## src/fpa_pkg.sv

```systemverilog
// Shared types, codes and saturation helpers for the fixed-point ALU.
`default_nettype none
package fpa_pkg;

  typedef enum logic [3:0] {
    OpAdd = 4'd0, OpSub = 4'd1, OpMul = 4'd2, OpDiv = 4'd3,
    OpGt = 4'd4, OpGe = 4'd5, OpLt = 4'd6, OpLe = 4'd7,
    OpEq = 4'd8, OpNe = 4'd9, OpMin = 4'd10, OpMax = 4'd11,
    OpInc = 4'd12, OpDec = 4'd13, OpFromInt = 4'd14, OpToInt = 4'd15
  } op_e;

  // Quotient bits produced by the divider, one per stage.
  localparam int unsigned DivSteps = 32;

  typedef struct packed {
    op_e                req_type;
    logic signed [31:0] operand_a;
    logic signed [31:0] operand_b;
  } req_t;

  typedef struct packed {
    logic signed [31:0] result_value;
    logic               compare_true;
    logic               overflowed;
    logic               divide_by_zero;
  } res_t;

  typedef struct packed {
    logic [31:0] val;
    logic        ovf;
  } sat_t;

  typedef struct packed {
    op_e                op;
    logic [31:0]        val;
    logic               cmp;
    logic               ovf;
    logic               dz;
    logic signed [63:0] prod;
    logic [63:0]        num;
    logic [31:0]        den;
    logic [31:0]        rem;
    logic [31:0]        quo;
    logic               div_ovf;
    logic               div_neg;
  } pipe_t;

  // Clamp a signed 64-bit value to the 32-bit range.
  function automatic sat_t sat64(input logic signed [63:0] v);
    sat_t s;
    if (v > 64'sd2147483647) begin
      s.val = 32'h7fff_ffff;
      s.ovf = 1'b1;
    end else if (v < -64'sd2147483648) begin
      s.val = 32'h8000_0000;
      s.ovf = 1'b1;
    end else begin
      s.val = v[31:0];
      s.ovf = 1'b0;
    end
    return s;
  endfunction

  // Give a magnitude its sign, then clamp.
  function automatic sat_t sat_mag(input logic [63:0] mag, input logic neg);
    sat_t s;
    if (neg && mag > 64'h0000_0000_8000_0000) begin
      s.val = 32'h8000_0000;
      s.ovf = 1'b1;
    end else if (!neg && mag > 64'h0000_0000_7fff_ffff) begin
      s.val = 32'h7fff_ffff;
      s.ovf = 1'b1;
    end else begin
      s.val = neg ? (32'd0 - mag[31:0]) : mag[31:0];
      s.ovf = 1'b0;
    end
    return s;
  endfunction

endpackage
`default_nettype wire

```

## src/fpa_pre.sv

```systemverilog
// Front stage: simple operations, product, and divider set-up.
`default_nettype none
module fpa_pre #(
  parameter int unsigned FRAC_BITS = 8
) (
  input  fpa_pkg::req_t  req_i,
  output fpa_pkg::pipe_t pipe_o
);

  logic signed [63:0] a64, b64;
  logic [31:0]        mag_a, mag_b;
  logic [63:0]        num;
  fpa_pkg::sat_t      s;

  assign a64   = 64'(req_i.operand_a);
  assign b64   = 64'(req_i.operand_b);
  assign mag_a = req_i.operand_a[31] ? 32'd0 - req_i.operand_a : req_i.operand_a;
  assign mag_b = req_i.operand_b[31] ? 32'd0 - req_i.operand_b : req_i.operand_b;
  assign num   = {32'd0, mag_a} << FRAC_BITS;

  always_comb begin
    pipe_o         = '0;
    pipe_o.op      = req_i.req_type;
    pipe_o.prod    = a64 * b64;
    pipe_o.num     = num;
    pipe_o.den     = mag_b;
    pipe_o.rem     = num[63:32];
    pipe_o.div_ovf = num >= {mag_b, 32'd0};
    pipe_o.div_neg = req_i.operand_a[31] ^ req_i.operand_b[31];
    s              = '0;
    case (req_i.req_type)
      fpa_pkg::OpAdd: s = fpa_pkg::sat64(a64 + b64);
      fpa_pkg::OpSub: s = fpa_pkg::sat64(a64 - b64);
      fpa_pkg::OpDiv: pipe_o.dz = (req_i.operand_b == 32'sd0);
      fpa_pkg::OpGt:  pipe_o.cmp = req_i.operand_a > req_i.operand_b;
      fpa_pkg::OpGe:  pipe_o.cmp = req_i.operand_a >= req_i.operand_b;
      fpa_pkg::OpLt:  pipe_o.cmp = req_i.operand_a < req_i.operand_b;
      fpa_pkg::OpLe:  pipe_o.cmp = req_i.operand_a <= req_i.operand_b;
      fpa_pkg::OpEq:  pipe_o.cmp = req_i.operand_a == req_i.operand_b;
      fpa_pkg::OpNe:  pipe_o.cmp = req_i.operand_a != req_i.operand_b;
      fpa_pkg::OpMin:
        s.val = (req_i.operand_a < req_i.operand_b) ? req_i.operand_a : req_i.operand_b;
      fpa_pkg::OpMax:
        s.val = (req_i.operand_a > req_i.operand_b) ? req_i.operand_a : req_i.operand_b;
      fpa_pkg::OpInc:     s = fpa_pkg::sat64(a64 + 64'sd1);
      fpa_pkg::OpDec:     s = fpa_pkg::sat64(a64 - 64'sd1);
      fpa_pkg::OpFromInt: s = fpa_pkg::sat64(a64 <<< FRAC_BITS);
      fpa_pkg::OpToInt:   s.val = 32'(req_i.operand_a >>> FRAC_BITS);
      default: s = '0;
    endcase
    pipe_o.val = s.val;
    pipe_o.ovf = s.ovf;
  end

endmodule
`default_nettype wire

```

## config.mk

```make
export PLATFORM = sky130hd
export DESIGN_NAME = fpa_pre
export DESIGN_NICKNAME = d
export VERILOG_FILES = /design/src/fpa_pkg.sv /design/src/fpa_pre.sv
export SDC_FILE = /design/constraint.sdc
export NUM_CORES = 2
export LEC_CHECK = 0
export BUFFER_PORTS_ARGS = -buffer_cell sky130_fd_sc_hd__buf_4
export CAP_MARGIN = 20
export CELL_PAD_IN_SITES_DETAIL_PLACEMENT = 1
export CELL_PAD_IN_SITES_GLOBAL_PLACEMENT = 1
export CORE_MARGIN = 3
export CORE_UTILIZATION = 45
export DETAILED_ROUTE_END_ITERATION = 12
export MAX_ROUTING_LAYER = met4
export PLACE_DENSITY = 0.86
export REMOVE_ABC_BUFFERS = 1
export SYNTH_ARGS = -nofsm -noshare
export SYNTH_HDL_FRONTEND = slang
export SYNTH_SLANG_ARGS = --single-unit
```

## constraint.sdc

```tcl
create_clock -name vclk -period 12.81
set_input_delay 0.6405 -clock vclk [all_inputs]
set_output_delay 0.6405 -clock vclk [all_outputs]
set_load 0.005 [all_outputs]
```

==> reports/metrics.yaml <==
status: "complete, no violations"
post-route-util_pct: 47.7
worst_slew_pin_slew_ps: 1210
critical-path-top-delay-family: "adder cells"
worstPathRequired_ps: 12170
grt_max_degree: 53
drc: 0
crit_fanout: 32
via_count: 41000
maxSlewHeadroom_pct: 18.2
cts_setup_buffers: 0
nClkBuffers: 0
postCtsHoldBufs: 0
synth_common_cells: "fa_1 (1084), inv_1 (1031), nand2_1 (614), and2_1 (376), nor2_1 (304)"
port_buffers: 245
nets: 6755
die_w_um: 325
grt_pass1_vias: 46700
vias_per_cell: 6.12
area.sequential_um2: 0
initial_core_util_pct: 45.6
grt_pass1_wl_mm: 290
nFlopsAndLatches: 0
synth_top_cell_by_area: "fa_1"
syn2layout_area_growth_pct: 4.63
core-area_um2: 101000
drv_slew: 0
dp_hpwl_mm: 150
first_pass_iters: 7
wirelength_mm: 192
maxCapViolCount: 0
die_h_um: 325
min_period_ps: 10970
max_stage_delay_ps: 720
gp_congestion: 1.02
crit_path_frequent_cell: "fa_1"
synth_area_um2: 45800
critical_path_arrival_ps: 10330
yosysMostFrequentCell: "fa_1"
filler_cell_count: 12000
ys_top_cells_by_area: "fa_1 (47%), inv_1 (8.4%), ha_1 (7.2%)"
syn_inst: 5412
synth_top_area_share_pct: 47.4
max_freq_mhz: 91.1
drtAntennaViolNets: 0
rows: 116
drive_above_1_share_pct: 6.57
die_area_um2: 106000
track_usage_pct: 37.2
antenna_found_initial: 10
cp-start-kind: "input port"
setup_viol: 0
synth.distinct_cells: 95
crit_buf_inv: 6
tns_ps: 0
io_pins: 333
min_period_over_period_pct: 85.7
hp-class: "input port to primary output"
hold_viol_final: 0
endpoint_kind: "primary output"
seq_area_frac_synth_pct: 0
cts_resized: 0
synth_warnings: 0
syn-mean-instance-area_um2: 8.47
critPathKind: "input port to primary output"
rsz0062_at_grt: "false"
wl_per_cell_um: 28.6
gr-total-overflow: 0
cpMaxStageDelayCell: "o22ai_1"
drt_iter0_drc: 3732
[cell type report]
cell class                      instances  area [µm²]  share of cell area (%)
Multi-Input combinational cell       4002       40100                    83.6
Inverter                             1043        3920                    8.17
Timing Repair Buffer                  294        2200                    4.60
Tap cell                             1357        1700                    3.54
Antenna cell                           12        30.0                  0.0626
[logic make-up (layout without fill, tap and decap cells)]
logic type	after synthesis	after routing	share of synthesized area [%]
adder cells (fa/ha/maj)	1346	1346	54.5
AND/OR/NAND/NOR	1670	1670	17.9
multiplexers	31	31	0.694
other	1	100	0.00818
buffers and inverters	1497	1337	13.3
XOR/XNOR	194	194	3.71
AO/OA/AOI/OAI	673	673	9.93
[per-layer routing]
layer  GRT usage, %  routed length (µm)  part of all wire, %
met1           43.9               68600                   36
met2           57.5               87800                   46
met3           9.20               20600                   11
met4           22.3               14800                  7.7
met5              -                   0                    0
[cell usage in the layout (no fill, tap or decap), types with 23 or more instances in the layout]
cell type and n:
a21o_1 54, a21oi_1 169, a31oi_1 36, and2_1 376, and3_1 27, buf_4 290
conb_1 88, fa_1 1084, ha_1 262, inv_1 1031, mux2i_1 25, nand2_1 614
nand2b_1 38, nand3_1 75, nand4_1 40, nor2_1 304, nor2b_1 28, nor3_1 55
o21ai_0 115, o221ai_1 24, o31ai_1 24, or3_1 23, xnor2_1 145, xor2_1 49
[path summary, 6_finish.rpt]
kind      start  slack, ps           to  depth (start not counted)
max   req_i[13]       1840  pipe_o[222]                         26
min   req_i[66]       1540  pipe_o[263]                          2
[stage by stage]
step / setup slack (ps) / hold slack [ps] / instance area, µm² / cells
2_1_floorplan: 4350 / 1280 / 44000 / 5045
3_3_place_gp: 1980 / 1540 / 47900 / 6692
3_5_place_dp: 2030 / 1540 / 47900 / 6692
4_1_cts: 2000 / 1540 / 47900 / 6692
5_1_grt: 1550 / 1550 / 47900 / 6706
6_report: 1840 / 1540 / 47900 / 6708
