[src/fpa_pkg.sv]
// Shared types, codes and saturation helpers for the fixed-point ALU.
`default_nettype none
package fpa_pkg;

  typedef enum logic [3:0] {
    OpAdd = 4'd0, OpSub = 4'd1, OpMul = 4'd2, OpDiv = 4'd3,
    OpGt = 4'd4, OpGe = 4'd5, OpLt = 4'd6, OpLe = 4'd7,
    OpEq = 4'd8, OpNe = 4'd9, OpMin = 4'd10, OpMax = 4'd11,
    OpInc = 4'd12, OpDec = 4'd13, OpFromInt = 4'd14, OpToInt = 4'd15
  } op_e;

  // Quotient bits produced by the divider, one per stage.
  localparam int unsigned DivSteps = 32;

  typedef struct packed {
    op_e                req_type;
    logic signed [31:0] operand_a;
    logic signed [31:0] operand_b;
  } req_t;

  typedef struct packed {
    logic signed [31:0] result_value;
    logic               compare_true;
    logic               overflowed;
    logic               divide_by_zero;
  } res_t;

  typedef struct packed {
    logic [31:0] val;
    logic        ovf;
  } sat_t;

  typedef struct packed {
    op_e                op;
    logic [31:0]        val;
    logic               cmp;
    logic               ovf;
    logic               dz;
    logic signed [63:0] prod;
    logic [63:0]        num;
    logic [31:0]        den;
    logic [31:0]        rem;
    logic [31:0]        quo;
    logic               div_ovf;
    logic               div_neg;
  } pipe_t;

  // Clamp a signed 64-bit value to the 32-bit range.
  function automatic sat_t sat64(input logic signed [63:0] v);
    sat_t s;
    if (v > 64'sd2147483647) begin
      s.val = 32'h7fff_ffff;
      s.ovf = 1'b1;
    end else if (v < -64'sd2147483648) begin
      s.val = 32'h8000_0000;
      s.ovf = 1'b1;
    end else begin
      s.val = v[31:0];
      s.ovf = 1'b0;
    end
    return s;
  endfunction

  // Give a magnitude its sign, then clamp.
  function automatic sat_t sat_mag(input logic [63:0] mag, input logic neg);
    sat_t s;
    if (neg && mag > 64'h0000_0000_8000_0000) begin
      s.val = 32'h8000_0000;
      s.ovf = 1'b1;
    end else if (!neg && mag > 64'h0000_0000_7fff_ffff) begin
      s.val = 32'h7fff_ffff;
      s.ovf = 1'b1;
    end else begin
      s.val = neg ? (32'd0 - mag[31:0]) : mag[31:0];
      s.ovf = 1'b0;
    end
    return s;
  endfunction

endpackage
`default_nettype wire

[src/fpa_div_step.sv]
// One restoring division step: yields quotient bit BIT.
`default_nettype none
module fpa_div_step #(
  parameter int unsigned BIT = 0
) (
  input  fpa_pkg::pipe_t pipe_i,
  output fpa_pkg::pipe_t pipe_o
);

  logic [32:0] trial;

  assign trial = {pipe_i.rem, pipe_i.num[BIT]};

  always_comb begin
    pipe_o = pipe_i;
    if (trial >= {1'b0, pipe_i.den}) begin
      pipe_o.rem      = 32'(trial - {1'b0, pipe_i.den});
      pipe_o.quo[BIT] = 1'b1;
    end else begin
      pipe_o.rem = trial[31:0];
    end
  end

endmodule
`default_nettype wire

[config.mk]
export PLATFORM = sky130hd
export DESIGN_NAME = fpa_div_step
export DESIGN_NICKNAME = d
export VERILOG_FILES = /design/src/fpa_pkg.sv /design/src/fpa_div_step.sv
export SDC_FILE = /design/constraint.sdc
export NUM_CORES = 1
export LEC_CHECK = 0
export BUFFER_PORTS_ARGS = -buffer_cell sky130_fd_sc_hd__buf_4
export CAP_MARGIN = 20
export CORE_AREA = 2 2 207 209
export DETAILED_ROUTE_END_ITERATION = 16
export DIE_AREA = 0 0 209 211
export PLACE_DENSITY_LB_ADDON = 0.15
export SYNTH_ARGS = -nofsm -noshare
export SYNTH_HDL_FRONTEND = slang
export SYNTH_SLANG_ARGS = --single-unit
[constraint.sdc]
create_clock -name vclk -period 3.3
set_clock_uncertainty 0.2 [all_clocks]
set_input_delay 0.33 -clock vclk [all_inputs]
set_output_delay 0.33 -clock vclk [all_outputs]
set_load 0.02 [all_outputs]
==> results.yml, run 1 <==
sta:
  rsz0062_at_grt: "yes"
  finalSetupTns_ns: -0.0329
  timing.slew.headroom: 0.591
  hold_violations: 0
  setup_violations: 1
  setup_ws_ns: -0.0329
  tightest_slew_ns: 0.606
  slew_violations: 0
  finalCritPeriodShare: 1.01
  min_period_ns: 3.33
  max_freq_mhz: 300
logic_synthesis:
  postSynthAreaPerCell_um2: 7.36
  yosysUniqueCellTypes: 69
  synth_largest_area_cell: "buf_4"
  yosysWarnings: 0
  synth_fp_nets: 899
  netlist_area_um2: 4420
  synth_top_cells_by_count: "233 x buf_4, 47 x inv_1, 38 x a21oi_1, 32 x ha_1, 29 x nand2_1"
  synth_top_area_frac: 0.396
  ys_seq_area_frac: 0
  syn_inst: 601
  synth_most_common_cell: "buf_4"
  synth_area_leaders: "buf_4 40%, ha_1 9.1%, mux2_4 5.4%"
setup_path:
  crit_path_max_incr_delay_ns: 0.38
  slowest_stage: "a221o_1"
  critPathKind: "input port to primary output"
  critPathLaunchType: "input port"
  cp_cell_sequence: "buf_8 -> inv_4 -> ha_4 -> inv_2 -> fa_2 -> a21o_1 -> a221o_1 -> a31oi_4 -> inv_2 -> a221oi_4 -> buf_4 -> xnor2_2 -> mux2_4 -> buf_6"
  arrival_ns: 2.80
  startpoint: "pipe_i[98]"
  worst_setup_path_end_kind: "primary output"
  critPathMostFrequentCell: "inv_2"
  cp_max_fo: 3
  endpoint: "pipe_o[58]"
  required_ns: 2.77
power:
  irDropWorstVdd_uv: 30.4
  swShare: 0.493
  power_frac_seq: 0
  p_per_area_nw_per_um2: 228
  intPower_uw: 662
  clkPwrFrac: 0
  p_comb_frac: 1.000
  p_switching_uw: 644
  p_leak_uw: 0.00265
placement:
  io_buffers: 132
  gp_congestion: 0.709
  dpl_cell_area_um2: 5100
  dp_hpwl_mm: 18.0
  dp_cells: 1137
outcome:
  violations: "negative setup slack"
  status: "finished with violations"
global_routing:
  grt_pass1_vias: 4291
  grt_pass1_wl_mm: 28.8
  grt_max_degree: 10
  antenna_found_initial: 4
  grt_util_all_layers: 0.0878
  grt-ovfl-total: 0
drt:
  ant_nets: 0
  first_iter_violations: 114
  num_vias: 3892
  vias_per_cell: 3.39
  dr.pass1.iters: 4
  routed_wirelength_mm: 20.3
  routedWlPerCell_um: 17.6
  drc_errors: 0
cells_and_area:
  n_clock_buffer: 0
  area_delta_synth_final_pct: 29.3
  final_cell_area_um2: 5720
  num-nets-final: 910
  finish.utilization: 0.137
  seq_area_um2: 0
  diodes: 0
  final_cells: 1149
  drive_gt1_frac: 0.570
  seq_cells: 0
die:
  dieArea_um2: 44100
  start_util: 0.106
  core_um2: 41800
  die_h_um: 211
  io_pins: 530
  num_rows: 75
  die_w_um: 209
flow_run:
  timing.max_cap.violations: 0
hold_path:
  hold_path_class: "input port to primary output"
==> critical path: cells and delay by family <==
family | cells | cell delay (ns)
AO/OA/AOI/OAI | 4 | 1.14
XOR/XNOR | 1 | 0.05
adder cells (fa/ha/maj) | 2 | 0.45
buffers and inverters | 6 | 0.56
multiplexers | 1 | 0.26
==> logic make-up (layout without fill, tap and decap cells) <==
group,after synthesis,after routing,share of synthesized area
AO/OA/AOI/OAI,127,127,0.205
multiplexers,23,23,0.0713
XOR/XNOR,23,23,0.0456
adder cells (fa/ha/maj),33,33,0.0951
buffers and inverters,295,304,0.460
AND/OR/NAND/NOR,100,100,0.124
==> how the worst min path moves through the flow <==
stage                startpoint           to  depth (start not counted)
floorplan             pipe_i[0]    pipe_o[0]                          1
global placement    pipe_i[111]  pipe_o[111]                          0
detailed placement  pipe_i[111]  pipe_o[111]                          0
CTS                 pipe_i[111]  pipe_o[111]                          0
global route        pipe_i[140]  pipe_o[140]                          0
finish              pipe_i[107]  pipe_o[107]                          0
==> per-layer routing <==
metal	global-route usage	vias up	routed length, um	part of all wire
li1	-	1837	-	-
met1	0.0966	1721	7880	0.39
met2	0.149	224	9380	0.46
met3	0.0395	102	2220	0.11
met4	0.0310	8	755	0.037
met5	0.00222	-	46	0.0023
==> metrics by stage <==
stage	power (uW)	setup slack, ns	hold WS [ns]
3_3_place_gp	1180	-0.439	0.460
5_1_grt	1430	-0.165	0.460
3_5_place_dp	1180	-0.449	0.460
2_1_floorplan	990	0.122	0.573
6_report	1310	-0.0329	0.460
4_1_cts	1320	-0.168	0.460
==> timing repair <==
action | in CTS | in global routing
gates cloned | 2 | 0
hold buffers | 0 | 0
resized for setup | 85 | 17
setup buffers | 10 | 1
endpoints found under the setup margin | 28 | 31
pin swaps | 26 | 12
==> cell type report <==
cell class	count	area, um^2
multi-input combinational	306	2790
fill	4784	36000
inverter	49	189
timing repair buffer	255	2060
tap	539	674
==> power by group through the flow <==
stage | Combinational, uW | Sequential [uW] | Clock [uW]
after floorplan | 990 | 0 | 0
after global routing | 1430 | 0 | 0
after global placement | 1180 | 0 | 0
after detailed placement | 1180 | 0 | 0
final | 1310 | 0 | 0
after CTS | 1320 | 0 | 0
==> cell usage in the layout, fill, tap and decap left out, drive strengths merged, types with 8 or more instances in the layout <==
cell and count:
ha 32, buf 255, mux2 20, a21oi 38
inv 49, nor2 13, nor3 9, xnor2 16
a21o 15, o21ai 18, nand2 30, nand4 10
o21bai 8
(Power assumes the default switching activity.)
==> run 2: changes to the inputs <==
==> constraint.sdc (replaced) <==
create_clock -name vclk -period 3.3
set_clock_uncertainty 0.2 [all_clocks]
set_input_delay 0.165 -clock vclk [all_inputs]
set_output_delay 0.165 -clock vclk [all_outputs]
set_load 0.02 [all_outputs]
==> run 2 against run 1 <==
Effect of this change:
- the run now ends clean
- wire length decreased by 2.4%
- first-iteration DRC count decreased by 13%
- die area unchanged
- clock-buffer cell count unchanged
- non-clock buffer count decreased by 83
- global-route usage decreased by 0.51 points
- largest power group unchanged
==> results.yml, run 2 (synthesis results as in run 1) <==
outcome:
  status: "completed"
setup_path:
  required_ns: 2.93
  critPathKind: "input port to primary output"
  worst_setup_path_end_kind: "primary output"
  critPathMostFrequentCell: "buf_4"
  slowest_stage: "a221o_1"
  arrival_ns: 2.80
  critPathLaunchType: "input port"
  crit_path_max_incr_delay_ns: 0.39
  cp_cell_sequence: "buf_4 -> inv_1 -> ha_1 -> inv_1 -> fa_1 -> a21o_1 -> a221o_1 -> a31oi_4 -> o21ai_2 -> a21oi_2 -> buf_4 -> mux2i_1 -> mux2_4 -> buf_4"
  cp_max_fo: 4
global_routing:
  grt_max_degree: 24
  grt-ovfl-total: 0
  grt_pass1_vias: 3791
  grt_util_all_layers: 0.0827
  grt_pass1_wl_mm: 26.8
  antenna_found_initial: 2
sta:
  setup_ws_ns: 0.138
  slew_violations: 0
  hold_violations: 0
  rsz0062_at_grt: "yes"
  timing.slew.headroom: 0.666
  max_freq_mhz: 316
  holdWs_ns: 0.130
  min_period_ns: 3.16
  finalCritPeriodShare: 0.958
  setup_violations: 0
  tightest_slew_ns: 0.497
power:
  irDropWorstVdd_uv: 40.3
  p_leak_uw: 0.00213
  p_total_uw: 1060
  p_per_area_nw_per_um2: 231
drt:
  routed_wirelength_mm: 19.8
  routedWlPerCell_um: 18.5
  first_iter_violations: 99
  drc_errors: 0
  vias_per_cell: 3.36
  dr.pass1.iters: 4
  num_vias: 3587
  ant_nets: 0
cells_and_area:
  fillers: 4863
  seq_area_um2: 0
  num-nets-final: 828
  mostFrequentLayoutCells: "172 x buf_4, 47 x inv_1, 36 x a21oi_1, 29 x nand2_1, 29 x ha_1"
  diodes: 0
  area_delta_synth_final_pct: 3.74
  n_clock_buffer: 0
  multiInputGateArea_um2: 2440
  seq_cells: 0
  layout_commonest_cell: "buf_4"
  drive_gt1_frac: 0.417
  final_cell_area_um2: 4590
placement:
  dpl_cell_area_um2: 4540
  dp_hpwl_mm: 17.5
  gp_congestion: 0.708
  io_buffers: 132
  dp_slack_ns: -0.0204
hold_path:
  hp-start: "pipe_i[107]"
  holdPathEnd: "pipe_o[107]"
  hold_path_class: "input port to primary output"
  whs_path_depth: 0
die:
  core_um2: 41800
  die_w_um: 209
  io_pins: 530
  start_util: 0.106
  dieArea_um2: 44100
  die_h_um: 211
  num_rows: 75
flow_run:
  timing.max_cap.violations: 0
[run 2: metal layers]
| metal | track usage | vias to the layer above | wire, um |
|---|---|---|---|
| li1 | - | 1673 | - |
| met1 | 0.0902 | 1582 | 7650 |
| met2 | 0.140 | 230 | 9110 |
| met3 | 0.0384 | 98 | 2260 |
| met4 | 0.0310 | 4 | 742 |
| met5 | 0.00222 | - | 25 |
[run 2: worst max-delay path by stage]
| stage | from | endpoint | cells after the start | slack, ns |
|---|---|---|---|---|
| floorplan | pipe_i[98] | pipe_o[64] | 11 | 0.45 |
| global placement | pipe_i[85] | pipe_o[51] | 11 | -0.02 |
| detailed placement | pipe_i[98] | pipe_o[60] | 15 | -0.02 |
| CTS | pipe_i[98] | pipe_o[62] | 14 | 0.01 |
| global route | pipe_i[98] | pipe_o[60] | 15 | -0.04 |
| finish | pipe_i[98] | pipe_o[62] | 14 | 0.14 |
[run 2: power breakdown]
| group | leakage, uW | internal (uW) | switching [uW] | total (uW) |
|---|---|---|---|---|
| clock | 0 | 0 | 0 | 0 |
| sequential | 0 | 0 | 0 | 0 |
| combinational | 0.00213 | 481 | 578 | 1060 |
| total | 0.00213 | 481 | 578 | 1060 |
[run 2: stage by stage]
stage | setup TNS (ns) | util | cells
finish | 0 | 0.110 | 1067
global route | -0.0675 | 0.110 | 1067
CTS | 0 | 0.109 | 1066
detailed placement | -0.0340 | 0.109 | 1066
global placement | -0.0209 | 0.109 | 1066
floorplan | 0 | - | 601
[run 2: timing repair]
action | 4_1_cts | 5_1_grt
setup buffers | 0 | 0
setup endpoints to repair | 2 | 15
hold buffers | 0 | 0
gates resized for setup | 2 | 10
cloned | 0 | 1
pin swaps | 0 | 2
[run 2: final cells by class]
type / count / area share
timing repair buffer: 172 / 0.282
multi-input combinational: 307 / 0.531
tap: 539 / 0.147
inverter: 49 / 0.0401
[run 2: critical path: cells and delay by family]
family,cells,cell delay [ns]
adders and majority gates,2,0.55
AOI/OAI and AO/OA,5,1.20
muxes,2,0.33
buffers and inverters,5,0.54
