<file path="src/fpa_pkg.sv">
// Shared types, codes and saturation helpers for the fixed-point ALU.
`default_nettype none
package fpa_pkg;

  typedef enum logic [3:0] {
    OpAdd = 4'd0, OpSub = 4'd1, OpMul = 4'd2, OpDiv = 4'd3,
    OpGt = 4'd4, OpGe = 4'd5, OpLt = 4'd6, OpLe = 4'd7,
    OpEq = 4'd8, OpNe = 4'd9, OpMin = 4'd10, OpMax = 4'd11,
    OpInc = 4'd12, OpDec = 4'd13, OpFromInt = 4'd14, OpToInt = 4'd15
  } op_e;

  // Quotient bits produced by the divider, one per stage.
  localparam int unsigned DivSteps = 32;

  typedef struct packed {
    op_e                req_type;
    logic signed [31:0] operand_a;
    logic signed [31:0] operand_b;
  } req_t;

  typedef struct packed {
    logic signed [31:0] result_value;
    logic               compare_true;
    logic               overflowed;
    logic               divide_by_zero;
  } res_t;

  typedef struct packed {
    logic [31:0] val;
    logic        ovf;
  } sat_t;

  typedef struct packed {
    op_e                op;
    logic [31:0]        val;
    logic               cmp;
    logic               ovf;
    logic               dz;
    logic signed [63:0] prod;
    logic [63:0]        num;
    logic [31:0]        den;
    logic [31:0]        rem;
    logic [31:0]        quo;
    logic               div_ovf;
    logic               div_neg;
  } pipe_t;

  // Clamp a signed 64-bit value to the 32-bit range.
  function automatic sat_t sat64(input logic signed [63:0] v);
    sat_t s;
    if (v > 64'sd2147483647) begin
      s.val = 32'h7fff_ffff;
      s.ovf = 1'b1;
    end else if (v < -64'sd2147483648) begin
      s.val = 32'h8000_0000;
      s.ovf = 1'b1;
    end else begin
      s.val = v[31:0];
      s.ovf = 1'b0;
    end
    return s;
  endfunction

  // Give a magnitude its sign, then clamp.
  function automatic sat_t sat_mag(input logic [63:0] mag, input logic neg);
    sat_t s;
    if (neg && mag > 64'h0000_0000_8000_0000) begin
      s.val = 32'h8000_0000;
      s.ovf = 1'b1;
    end else if (!neg && mag > 64'h0000_0000_7fff_ffff) begin
      s.val = 32'h7fff_ffff;
      s.ovf = 1'b1;
    end else begin
      s.val = neg ? (32'd0 - mag[31:0]) : mag[31:0];
      s.ovf = 1'b0;
    end
    return s;
  endfunction

endpackage
`default_nettype wire

</file>
<file path="src/fpa_post.sv">
// Final stage: round and clamp products and quotients, form the result word.
`default_nettype none
module fpa_post #(
  parameter int unsigned FRAC_BITS = 8
) (
  input  fpa_pkg::pipe_t pipe_i,
  output fpa_pkg::res_t  res_o
);

  localparam logic [63:0] Half = (64'd1 << FRAC_BITS) >> 1;

  logic [63:0]   pmag, pround;
  logic [32:0]   qround;
  fpa_pkg::sat_t ms, ds;

  assign pmag   = pipe_i.prod[63] ? 64'd0 - pipe_i.prod : pipe_i.prod;
  assign pround = (pmag + Half) >> FRAC_BITS;
  assign ms     = fpa_pkg::sat_mag(pround, pipe_i.prod[63]);
  // Round half away: bump when twice the remainder reaches the divisor.
  assign qround = {1'b0, pipe_i.quo} + 33'({pipe_i.rem, 1'b0} >= {1'b0, pipe_i.den});
  assign ds     = fpa_pkg::sat_mag(pipe_i.div_ovf ? 64'hffff_ffff_ffff_ffff
                                                   : 64'(qround), pipe_i.div_neg);

  always_comb begin
    res_o.result_value   = pipe_i.val;
    res_o.compare_true   = pipe_i.cmp;
    res_o.overflowed     = pipe_i.ovf;
    res_o.divide_by_zero = pipe_i.dz;
    case (pipe_i.op)
      fpa_pkg::OpMul: begin
        res_o.result_value = ms.val;
        res_o.overflowed   = ms.ovf;
      end
      fpa_pkg::OpDiv: begin
        if (!pipe_i.dz) begin
          res_o.result_value = ds.val;
          res_o.overflowed   = ds.ovf;
        end
      end
      default: ;
    endcase
  end

endmodule
`default_nettype wire

</file>
<file path="config.mk">
export PLATFORM = sky130hd
export DESIGN_NAME = fpa_post
export DESIGN_NICKNAME = d
export VERILOG_FILES = /design/src/fpa_pkg.sv /design/src/fpa_post.sv
export SDC_FILE = /design/constraint.sdc
export NUM_CORES = 1
export LEC_CHECK = 0
export BUFFER_PORTS_ARGS = -buffer_cell sky130_fd_sc_hd__buf_2
export CAP_MARGIN = 15
export CORE_MARGIN = 8
export CORE_UTILIZATION = 38
export DETAILED_ROUTE_END_ITERATION = 8
export PLACE_DENSITY_LB_ADDON = 0.08
export SLEW_MARGIN = 20
export SYNTH_ARGS = -nofsm -noshare
export SYNTH_HDL_FRONTEND = slang
export SYNTH_SLANG_ARGS = --single-unit
</file>
<file path="constraint.sdc">
create_clock -name vclk -period 9.85
set_input_delay 0.985 -clock vclk [all_inputs]
set_output_delay 0.985 -clock vclk [all_outputs]
set_load 0.05 [all_outputs]
</file>
==> key figures, run 1 <==
Power
  – Static Leak: about 3.4 nW
  – Comb power frac: 100.0%
  – Pwr/cell area: between 40 and 50 mW/mm^2
  – Switching power: ~0.24 mW
  – Sequential power share: 0%
  – Peak supply drop: 17.4 uV
  – Internal power: around 0.14 mW
  – Overall Power: 0.386 mW
  – Clock power frac: 0%
  – Switching Share: a little over three fifths

STA
  – Least-Margin Pin Slew: between 1 and 1.5 ns
  – TNS Setup: 0 ns
  – Pins Over Slew Limit: 0
  – Final hold slack: about 2.0 ns
  – Final setup violation count: 0
  – Final period util: 93.2%
  – RSZ-0062 raised after global routing: false
  – Relative slew margins: 27.9%
  – F_max: between 100 and 150 MHz
  – Fin. Hold Viols: 0
  – Crit path time final: 9.18 ns

Critical path
  – Worst Setup SP: pipe_i[34]
  – CP max FO: 13
  – CP arrival: between 8 and 9 ns
  – WP buf/inv: 2
  – Req. time, crit path: 8.87 ns
  – Critical path class: in -> out
  – Crit path max-delay family: compound AO/OA/AOI/OAI gates
  – Worst path slowest cell: or4_1
  – CP endpoint kind: output port
  – Max incr delay on CP: around 0.63 ns
  – Crit-path most repeated cell: o21a_1
  – Crit path launch type: primary input

Routing
  – # DRC: 0
  – WL final: 29.3 mm
  – WL per Instance: 18.2 um
  – Routed Antenna Nets: 0
  – Via count: between 9000 and 10000
  – Iter 0 DRT Violations: 670
  – Pre-Repair DR Iteration Count: 5
  – Vias/cell: ~6

Yosys
  – Register area share after synthesis: 0%
  – Top cell type's share of synthesized area: 11.4%
  – Largest area contributor in the netlist: xnor2_1
  – Cell variety after synth: a little under 90
  – Mapped Nets: 1476
  – Synth Instances: about 1200
  – Synth warnings: 0
  – Mean Syn Cell Area: between 6 and 7 um^2
  – Cell area after synthesis: approximately 0.0078 mm^2
  – Top cells by area, synth: xnor2_1 11%, xor2_1 6.7%, ha_1 6.1%

Global route
  – Vias in the first global route: about 8900
  – Initial antenna violation count: 0
  – Total grt overflow: 0
  – Grt met3 use: approximately 1.9%
  – Met2 usage: between 30% and 40%
  – Top Usage Layer GRT: met2
  – First-pass GRT wire length: 47.2 mm
  – Met1 Track Usage GR: roughly a third
  – Total track usage: a little over a fifth
  – Pin count of the biggest net entering global routing: 60

Cells and area
  – Most frequent cells in the layout: 234 x buf_2, 101 x xnor2_1, 90 x nand2_1, 71 x nor2_1, 62 x nor3_1
  – Commonest non-fill, non-tap cell in the layout: buf_2
  – Fin area: between 0.009 and 0.01 mm^2
  – Clk_buf instances: 0
  – Layout cells sized above 1: a little over a fifth
  – # diodes: 0
  – Syn-to-layout area delta: 16.7%
  – Post-route non-filler standard cell count: approximately 1600
  – Storage cell area: 0 um^2
  – Number of sequential cells: 0
  – Nets: between 1500 and 2000
  – FILL cells: approximately 2200

Worst hold path
  – Hold WC Path Type: in -> out
  – Hold Crit Start: pipe_i[228]

Floorplanning
  – Die W: about 160 um
  – Ports: 300
  – Die height: around 160 um
  – Starting density of the core: 38.6%
  – Row count: between 50 and 60
  – Die ar.: ~0.025 mm^2
  – Placeable core area: 0.0201 mm^2

Job
  – Max_cap viols: 0

Placement
  – Placed inst area: around 0.0090 mm^2
  – Placed cells: 1614
  – Dpl hpwl: about 24 mm
  – PortBufs: 234
  – Gpl congestion: about 0.9

Clock network
  – Post-cts resize count: 0
  – Hold Buf Count CTS: 0
  – Setup repair bufs after CTS: 0

Outcome
  – Outcome: finished clean
## power groups by stage
stage	Sequential [mW]	Clock, mW	Combinational [mW]
floorplan	0	0	0.263
global placement	0	0	0.381
detailed placement	0	0	0.381
CTS	0	0	0.383
global route	0	0	0.423
finish	0	0	0.386
## final timing paths
path	end	slack [ns]	cells past startpoint
worst min-delay path	res_o[2]	1.97	0
worst max-delay path	res_o[12]	0.67	31
## per-stage QoR
step           setup WS, ns  utilization [%]
2_1_floorplan          1.03                -
3_3_place_gp          0.692             45.0
3_5_place_dp          0.636             45.0
4_1_cts               0.647             45.0
5_1_grt              0.0741             45.0
6_report              0.669             45.0
## Yosys cell counts, types with 8 or more instances
cell / n
o21ai_1: 10
a211oi_1: 9
o21ai_0: 45
o21a_1: 15
and4_1: 12
nand2b_1: 12
inv_1: 55
nor3_1: 62
o31ai_1: 28
a31oi_1: 14
a22oi_1: 32
nand3_1: 45
a21o_1: 11
or4_1: 17
clkbuf_1: 58
nand4_1: 37
or2_2: 8
and2_1: 12
xnor2_1: 101
xor2_1: 59
a221o_1: 11
nand2_1: 90
and3_1: 25
nor2b_1: 11
o22ai_1: 11
o31a_1: 8
nor4_1: 34
or3_1: 19
nor2_1: 71
ha_1: 38
buf_2: 11
a21oi_1: 47
o41ai_1: 15
## area by class of cell
type / instances / area (um^2) / share of cell area, %
inverter: 56 / 210 / 2.32
tap: 270 / 338 / 3.73
multi-input combinational: 1041 / 7230 / 79.9
timing repair buffer: 247 / 1270 / 14.0
## cells by family (layout without fill, tap and decap cells)
kind of cell	Yosys count	count (layout)	synth area share, %
adder cells (fa/ha/maj)	38	38	6.13
AND/OR/NAND/NOR	497	497	36.2
XOR/XNOR	161	161	18.3
AO/OA/AOI/OAI	337	337	31.5
multiplexers	8	8	1.08
buffers and inverters	132	303	6.81
## routing by layer
layer  vias up  wire length [um]
met4         0               170
met1      4519             14600
met2       332             12800
met3        14              1760
li1       4848                 -
met5         -                 0
(Power assumes the default switching activity.)
==> run 2, diff against run 1 <==
--- a/config.mk
+++ b/config.mk
@@ -5,6 +5,7 @@
 export SDC_FILE = /design/constraint.sdc
 export NUM_CORES = 1
 export LEC_CHECK = 0
+export ABC_AREA = 1
 export BUFFER_PORTS_ARGS = -buffer_cell sky130_fd_sc_hd__buf_2
 export CAP_MARGIN = 15
 export CORE_MARGIN = 8
==> key figures, run 2 <==
Outcome
  – Outcome: finished clean

STA
  – Fin. Hold Viols: 0
  – F_max: between 100 and 150 MHz
  – Final hold slack: 1.97 ns
  – Pins Over Slew Limit: 0
  – Crit path time final: 7.10 ns
  – Final setup violation count: 0
  – Least-Margin Pin Slew: ~0.98 ns
  – TNS Setup: 0 ns
  – Relative slew margins: 34.3%
  – Final period util: between 70% and 80%
  – RSZ-0062 raised after global routing: false

Global route
  – First-pass GRT wire length: between 60 and 70 mm
  – Initial antenna violation count: 0
  – Total grt overflow: 0
  – Vias in the first global route: around 12000
  – Pin count of the biggest net entering global routing: 75
  – Total track usage: around a quarter

Yosys
  – Cell area after synthesis: a little under 0.01 mm^2
  – Top cells by area, synth: nand2_1 32%, nor2_1 12%, nand3_1 11%
  – Mean Syn Cell Area: ~4.6 um^2
  – Top cell type's share of synthesized area: 32.3%
  – Mapped Nets: approximately 2400
  – Top-count cell post-synth: nand2_1
  – Largest area contributor in the netlist: nand2_1
  – Register area share after synthesis: 0%
  – Synth Instances: between 2000 and 2500
  – Cell variety after synth: between 40 and 50
  – Synth warnings: 0
  – Post-synth top cells: 847 x nand2_1, 326 x nor2_1, 273 x inv_1

Placement
  – PortBufs: roughly 230
  – Dpl hpwl: about 35 mm
  – Gpl congestion: slightly below 1
  – Placed cells: about 2700

Power
  – Peak supply drop: roughly 35 uV
  – Pwr/cell area: around 40 mW/mm^2
  – Overall Power: ~0.44 mW
  – Static Leak: about 6.1 nW

Critical path
  – CP max FO: 27
  – CP endpoint kind: output port
  – Crit path launch type: primary input
  – Req. time, crit path: 8.87 ns
  – CP arrival: 6.11 ns
  – Critical path class: in -> out

Cells and area
  – Clk_buf instances: 0
  – Layout cells sized above 1: 14.3%
  – FILL cells: 3100
  – Syn-to-layout area delta: 13.8%
  – Area of the multi-input gates: between 0.008 and 0.009 mm^2
  – # diodes: 0
  – Post-route non-filler standard cell count: approximately 2700
  – Most frequent cells in the layout: 847 x nand2_1, 325 x nor2_1, 273 x inv_1, 233 x buf_2, 226 x nand3_1
  – Storage cell area: 0 um^2
  – Commonest non-fill, non-tap cell in the layout: nand2_1
  – Nets: between 2000 and 3000
  – Number of sequential cells: 0

Clock network
  – Post-cts resize count: 0
  – Hold Buf Count CTS: 0
  – Setup repair bufs after CTS: 0

Routing
  – Iter 0 DRT Violations: 1141
  – Via count: roughly 14000
  – WL final: 40.0 mm
  – Pre-Repair DR Iteration Count: 6
  – Routed Antenna Nets: 0
  – # DRC: 0
  – Vias/cell: between 5 and 6
  – WL per Instance: between 10 and 15 um

Floorplanning
  – Ports: 300
  – Die ar.: approximately 0.031 mm^2
  – Placeable core area: 0.0258 mm^2
  – Die W: ~180 um
  – Die height: 177 um
  – Starting density of the core: between 30% and 40%
  – Row count: between 50 and 60

Job
  – Max_cap viols: 0

Worst hold path
  – Hold WC Path Type: in -> out
## run 2: path summary, 6_finish.rpt
kind         from       end  slack (ns)  depth (start not counted)
max    pipe_i[70]  res_o[4]        2.75                         28
min   pipe_i[228]  res_o[2]        1.97                          0
## run 2: final cells by class
class / instances / share of cell area (%)
multi-input cells: 1811 / 76.0
repair buffers: 237 / 10.7
inverters: 286 / 9.57
well taps: 335 / 3.74
## run 2: report_power, final
| group | switching (mW) | total, mW | internal, mW |
|---|---|---|---|
| Combinational | 0.305 | 0.440 | 0.135 |
| Clock | 0 | 0 | 0 |
| Sequential | 0 | 0 | 0 |
## run 2: cell families (layout without fill, tap and decap cells)
logic type                 count (synthesis)  in the layout  synth area share, %
xor gates and xnor gates                  36             36                 3.20
buffers and inverters                    334            523                 13.5
adders and majority gates                 38             38                 4.82
and+or+nand+nor                         1579           1579                 69.3
AOI/OAI and AO/OA                        158            158                 9.24
## run 2: per-stage QoR
step / setup WS, ns / instance area, um^2 / utilization, %
5_1_grt: 2.25 / 11200 / 43.5
3_3_place_gp: 2.89 / 11200 / 43.5
3_5_place_dp: 2.84 / 11200 / 43.5
4_1_cts: 2.85 / 11200 / 43.5
2_1_floorplan: 4.19 / 9860 / -
6_report: 2.75 / 11200 / 43.5
## run 2: per-layer routing
| metal | GRT usage [%] | vias to the layer above | wire length (um) |
|---|---|---|---|
| li1 | - | 7155 | - |
| met1 | 35.0 | 5987 | 19100 |
| met2 | 38.3 | 494 | 16800 |
| met3 | 3.18 | 47 | 3350 |
| met4 | 4.17 | 0 | 738 |
| met5 | 0 | - | 0 |
## run 2: worst max-delay path, stage by stage
cell and delay (ns):
buf_2 0.08, inv_1 0.03, ha_1 0.28, nand2_1 0.06
o21ai_0 0.22, nand2_1 0.08, o211ai_1 0.11, a31oi_1 0.12
o21a_1 0.18, o31ai_1 0.10, ha_1 0.21, nand2_1 0.10
nor3_2 0.16, nand3_1 0.16, nor2_2 0.19, nand2_2 0.12
nor2_2 0.24, nand2_1 0.14, inv_1 0.10, nand2_1 0.10
o311ai_4 0.44, nand2_1 0.72, o211ai_1 0.49, nand2_1 0.16
a21oi_1 0.15, a21oi_1 0.06, nand2_1 0.07, buf_2 0.26
